<file path="src/hdl/gub_pkg.sv">
`timescale 1ns / 1ps
package gub_pkg;

    localparam int unsigned CFG_W = 32;
    localparam int unsigned CFG_IDX_W = 2;
    localparam int unsigned IDLE_W = 17;

    localparam logic [CFG_IDX_W-1:0] REG_PART_SIZE = 2'd0;
    localparam logic [CFG_IDX_W-1:0] REG_QUEUES = 2'd1;
    localparam logic [CFG_IDX_W-1:0] REG_IDLE_LIMIT = 2'd2;

    localparam logic [31:0] PART_SIZE_RST = 32'd127;
    localparam logic [5:0] QUEUES_RST = 6'd2;
    localparam logic [15:0] IDLE_LIMIT_RST = 16'd15000;

    localparam logic [1:0] KIND_BATCH = 2'd0;
    localparam logic [1:0] KIND_DONE = 2'd1;
    localparam logic [1:0] KIND_DROP = 2'd2;

    typedef struct packed {
        logic        req_type;
        logic [31:0] source_dist;
        logic [31:0] edge_weight;
        logic [31:0] dest_vertex;
    } t_in_item;

    typedef struct packed {
        logic [1:0]  result_kind;
        logic [4:0]  queue_index;
        logic [31:0] out_vertex;
        logic [31:0] new_dist;
        logic [2:0]  slot;
        logic        last_in_batch;
        logic        done_value;
    } t_out_item;

    typedef enum logic [2:0] {
        ST_IDLE,
        ST_DIV,
        ST_FILL_RD,
        ST_WRITE,
        ST_EMIT
    } t_state;

endpackage

</file>
<file path="src/hdl/gub_divider.sv">
`timescale 1ns / 1ps
module gub_divider import gub_pkg::*; (
    input  logic        i_clk,
    input  logic        i_rst_n,
    input  logic        i_start,
    input  logic [31:0] i_dividend,
    input  logic [31:0] i_divisor,
    output logic        o_done,
    output logic [31:0] o_quot
);
    // restoring division, one quotient bit per cycle
    logic [31:0] r_rem, n_rem;
    logic [31:0] r_quot, n_quot;
    logic [31:0] r_div;
    logic [5:0]  r_cnt;
    logic        r_busy;
    logic        r_done;
    logic [32:0] w_trial;
    logic [32:0] w_shift;

    always_comb begin
        w_shift = {r_rem, r_quot[31]};
        w_trial = w_shift - {1'b0, r_div};
        n_quot  = {r_quot[30:0], ~w_trial[32]};
        n_rem   = w_trial[32] ? w_shift[31:0] : w_trial[31:0];
    end

    always_ff @(posedge i_clk) begin
        if (!i_rst_n) begin
            r_busy <= 1'b0;
            r_done <= 1'b0;
            r_cnt  <= '0;
        end else begin
            r_done <= 1'b0;
            if (i_start) begin
                r_busy <= 1'b1;
                r_cnt  <= 6'd0;
            end else if (r_busy) begin
                r_cnt <= r_cnt + 6'd1;
                if (r_cnt == 6'd31) begin
                    r_busy <= 1'b0;
                    r_done <= 1'b1;
                end
            end
        end
    end

    always_ff @(posedge i_clk) begin
        if (i_start) begin
            r_rem  <= '0;
            r_quot <= i_dividend;
            r_div  <= i_divisor;
        end else if (r_busy) begin
            r_rem  <= n_rem;
            r_quot <= n_quot;
        end
    end

    assign o_done = r_done;
    assign o_quot = (r_div == 32'd0) ? 32'hFFFF_FFFF : r_quot;

`ifndef SYNTHESIS
    a_done_ends_busy: assert property (@(posedge i_clk) disable iff (!i_rst_n)
        r_done |-> !r_busy) else $error("divider done while busy");
    a_start_busy: assert property (@(posedge i_clk) disable iff (!i_rst_n)
        i_start |=> r_busy) else $error("divider did not start");
    a_count_end: assert property (@(posedge i_clk) disable iff (!i_rst_n)
        (r_busy && r_cnt == 6'd31 && !i_start) |=> r_done)
        else $error("divider missed done");
`endif
endmodule

</file>
<file path="config.mk">
export PLATFORM = sky130hd
export DESIGN_NAME = gub_divider
export DESIGN_NICKNAME = d
export VERILOG_FILES = /design/src/hdl/gub_pkg.sv /design/src/hdl/gub_divider.sv
export SDC_FILE = /design/constraint.sdc
export NUM_CORES = 1
export LEC_CHECK = 0
export ABC_AREA = 1
export BUFFER_PORTS_ARGS = -buffer_cell sky130_fd_sc_hd__buf_2
export CAP_MARGIN = 20
export CELL_PAD_IN_SITES_DETAIL_PLACEMENT = 2
export CELL_PAD_IN_SITES_GLOBAL_PLACEMENT = 2
export CORE_ASPECT_RATIO = 0.6
export CORE_MARGIN = 2
export CORE_UTILIZATION = 35
export CTS_BUF_LIST = sky130_fd_sc_hd__clkbuf_8
export DETAILED_ROUTE_END_ITERATION = 7
export PLACE_DENSITY_LB_ADDON = 0.08
export SYNTH_ARGS = -nofsm -noshare
export SYNTH_HDL_FRONTEND = slang
export SYNTH_SLANG_ARGS = --single-unit
</file>
<file path="constraint.sdc">
create_clock -name i_clk -period 5.7 [get_ports i_clk]
set_clock_uncertainty 0.05 [all_clocks]
set_input_delay 1.71 -clock i_clk [delete_from_list [all_inputs] [get_ports i_clk]]
set_output_delay 1.71 -clock i_clk [all_outputs]
set_load 0.02 [all_outputs]
</file>
Yosys cells after proc, flatten, opt, wreduce, memory -nomap -nowiden
Cells that the tools add are included.
{"block": "totals", "wordCells": 24, "out_inout_bits": 33, "input_bits": 67, "reg_bits": 104}
{"block": "op_classes", "addsub": 2, "mux": 8, "n_bitwise": 3, "reduce_logical": 4, "n_eq_ne": 1}
{"operator": "$mux W32", "n": 4}
{"operator": "$sub A33 B32 Y33", "n": 1}
{"operator": "$logic_not A32 Y1", "n": 1}
{"operator": "$add A6 B1 Y6 const B", "n": 1}
{"operator": "$eq A6 B5 Y1 const B", "n": 1}
{"operator": "$mux W1", "n": 4}
{"operator": "$not A1 Y1", "n": 3}
{"operator": "$reduce_or A3 Y1", "n": 1}
{"operator": "$reduce_bool A2 Y1", "n": 1}
{"operator": "$reduce_or A2 Y1", "n": 1}

Depth between registers and ports, before layout
{"block": "logic_depth", "depth_word": 4, "depth_mapped": 18}

Worst setup path before layout
OpenSTA, ideal clock, no wires.
{"block": "synth_path", "path_type": "flip-flop to output port", "from": "reg r_div[1]", "to": "out o_quot[10]", "t_arrival_ns": 1.320, "path_stages_with_launch": 7, "slack_ns": 2.620, "path_buffers": 1, "required_ns": 3.940, "cell_sequence": "edfxtp_1 -> inv_1 -> nand2_1 -> nor4_1 -> nand4_1 -> clkbuf_1 -> nand2_1"}
{"block": "synth_via", "elab_chain_cells": 2}
{"element": "from (decl)", "line": "gub_divider.sv:14", "source": "logic [31:0] r_div;"}
{"element": "from (signal assigned)", "line": "gub_divider.sv:52", "source": "r_div <= i_divisor;"}
{"element": "$logic_not A32 Y1", "line": "gub_divider.sv:60", "source": "assign o_quot = (r_div == 32'd0) ? 32'hFFFF_FFFF : r_quot;"}
{"element": "$mux W32", "line": "gub_divider.sv:60"}
{"element": "to (decl)", "line": "gub_divider.sv:9", "source": "output logic [31:0] o_quot"}
No other way between the ends.

Worst setup path in the final report
{"block": "layout_path", "from": "reg r_div[4]", "to": "out o_quot[31]"}
The elaborated chain is that of the path after synthesis.

==> flow_summary.yaml <==
yosys:
  avgSynthCellArea_um2: 6.60
  ys_types: 35
  synth_fp_nets: 1187
  ys_warn_count: 0
  synthTopCellsByArea: "edfxtp_1, nand2_1, inv_1, dfxtp_1, ha_1"
  synth_flop_cell: "edfxtp_1"
  yosysSeqAreaShare: 0.380
  netlist_instances: 1086
  yosysTopAreaCell: "edfxtp_1"
  syn_area_um2: 7170
  async_flop_share: 0
  ys_seq_elements: 104
  synth_common_cells: "nand2_1, inv_1, edfxtp_1, nand3_1, nor2_1"
  synth_edf_count: 64
  yosysMostFrequentCell: "nand2_1"
  synth_top_area_share: 0.268
routing:
  viasPerCell: 4.75
  routed_wl_mm: 26.3
  drtIter0Drc: 441
  ant_nets: 0
  first_pass_iters: 5
  wire_per_inst_um: 18.0
  vias: 6928
  remaining_drc_errors: 0
sta:
  finalCritPeriodShare: 0.735
  finalSetupViolCount: 0
  slew_violations: 0
  worst_pin_slew_ps: 614
  max_freq_mhz: 239
  slew_headroom: 0.591
  min_period_ps: 4190
  fin_tns_setup_ps: 0
  hold_viol: 0
  rsz0062_at_grt: "no"
power:
  combPwrFrac: 0.182
  p_per_area_nw_per_um2: 199
  p_sw_frac: 0.313
  p_switching_mw: 0.504
  p_total_mw: 1.61
  pwr-share-clk: 0.281
  power.share.sequential: 0.537
  p_leak_nw: 4.53
  p_int_mw: 1.11
  vdd_ir_drop_max_v: 0.000142
layout:
  drive_gt1_frac: 0.116
  fin_area_um2: 8110
  final_core_util: 0.404
  syn_to_final_growth_pct: 13.1
  fin_nets: 1281
  num_antenna_cells: 0
  final_cells: 1458
cts:
  ctsHoldBuffers: 0
  cts.sinks: 104
  insertion_delay_ps: 420
  numCtsBuffers: 9
  root_buffer: "clkbuf_8"
  cts_resized: 0
  clockBufferDepth: 2
  clkTransAtPathRegs_ps: 110
  htree_levels: 3
  cts_tree: "yes"
  postCtsSetupBuffers: 0
floorplan:
  fp-row-count: 40
  io_pins: 100
  fp.dieArea_um2: 21700
  core_um2: 20100
  die_w_um: 189
  die_y_um: 115
  floorplan.initialDensity: 0.357
critical_path:
  ff2ff_path_depth: 16
  crit_start: "r_div[4]$_DFFE_PP_"
  crit_type: "flop to output port"
  cpMostUsedCell: "nand4_1"
  critPathTopFamily: "simple AND/OR/NAND/NOR gates"
  cp.depth: 7
  required_ps: 3940
  r2r_end: "r_rem[15]$_SDFFE_PP0P_"
  slowest_stage: "nor4_1"
  slowest_delay_ps: 480
  r2r-start: "r_div[0]$_DFFE_PP_"
  crit_arrival_ps: 2430
  path_buf_inv: 3
  r2r_slack_ps: 2540
  cp-start-kind: "flop"
  end_kind: "output port"
  cp-endpoint: "o_quot[31]"
  critical_path.cell_chain: "inv_1 -> nand4_1 -> nor4_1 -> nand4_1 -> buf_4 -> nand2_1 -> buf_2"
  path_max_fanout: 32
place:
  dpl.hpwl_mm: 20.8
  place_inst: 1442
  port_buffers: 99
  place_area_um2: 7940
  place_congestion: 0.810
global_route:
  antenna_found_initial: 0
  grt_pass1_vias: 7290
  grt_max_degree: 68
  grt_usage: 0.253
  overflow: 0
  grt_pass1_wl_mm: 41.3
run_status:
  status: "complete, no violations"
run:
  maxCapViolations: 0
worst_hold_path:
  min_path_type: "flop to flop"
==> logic make-up after synthesis <==
kind of cell | share of synthesized area
AO/OA/AOI/OAI | 0.0445
XOR/XNOR | 0.0183
adder cells (fa/ha/maj) | 0.0604
buffers and inverters | 0.145
flip-flops | 0.380
AND/OR/NAND/NOR | 0.353
==> power groups by stage <==
stage / combinational (mW) / clock (mW) / sequential (mW)
finish: 0.293 / 0.453 / 0.865
detailed placement: 0.292 / 0 / 0.883
floorplan: 0.176 / 0 / 0.876
global route: 0.328 / 0.497 / 0.869
CTS: 0.295 / 0.470 / 0.866
global placement: 0.280 / 0 / 0.879
==> through the flow <==
step	setup slack [ps]	hold WS, ps
after floorplan	2620	399
after global placement	2100	414
after detailed placement	1990	422
after CTS	1460	443
after global routing	1320	458
final	1510	433
==> flip-flops by register name, indices dropped and copies added, names as in the netlist <==
signal,flops
r_div,32
r_quot,32
r_rem,32
r_cnt,6
o_done,1
r_busy,1
==> cell usage in the layout (no fill, tap or decap), drive strengths merged <==
cell type / n
nand2: 454
and2: 5
clkinv: 1
and3: 1
nor3b: 4
o21ai: 38
clkbuf: 10
nand4: 12
fa: 1
buf: 104
nand3: 61
a21oi: 20
nor2: 52
ha: 33
xnor2: 11
edfxtp: 64
clkinvlp: 2
xor2: 4
nor4: 1
o21bai: 1
inv: 248
nand3b: 1
dfxtp: 40
nor3: 15
o211a: 1
a21o: 1
==> how the worst min path moves through the flow <==
stage	startpoint	end	slack, ps	cells past startpoint
after global placement	r_rem[4]$_SDFFE_PP0P_	r_rem[4]$_SDFFE_PP0P_	410	2
after floorplan	r_rem[0]$_SDFFE_PP0P_	r_rem[0]$_SDFFE_PP0P_	400	2
final	r_rem[0]$_SDFFE_PP0P_	r_rem[0]$_SDFFE_PP0P_	430	2
after global routing	r_rem[0]$_SDFFE_PP0P_	r_rem[0]$_SDFFE_PP0P_	460	2
after detailed placement	r_rem[13]$_SDFFE_PP0P_	r_rem[13]$_SDFFE_PP0P_	420	2
after CTS	r_rem[18]$_SDFFE_PP0P_	r_rem[18]$_SDFFE_PP0P_	440	2
==> worst reg2reg max path: cells and delay by family, from the launching register on <==
| kind | cells | cell delay, ps |
|---|---|---|
| and+or+nand+nor | 13 | 1790 |
| adders and majority gates | 2 | 660 |
| DFF | 1 | 450 |
| buffers and inverters | 1 | 100 |
==> routing by layer <==
metal | share of wire | vias to the layer above | track usage
li1 | - | 3462 | -
met2 | 0.41 | 97 | 0.377
met4 | 0.011 | 0 | 0.0526
met1 | 0.54 | 3350 | 0.383
met3 | 0.034 | 19 | 0.0421
met5 | 0 | - | 0
==> final cells by class <==
type,instances,area (um2)
inverter,245,920
clock inverter,6,36.3
fill,2482,12000
clock buffer,10,138
sequential,104,2720
tap,273,342
multi-input combinational,716,3420
timing repair buffer,104,536
No activity file was read; power rests on OpenSTA's default activity.
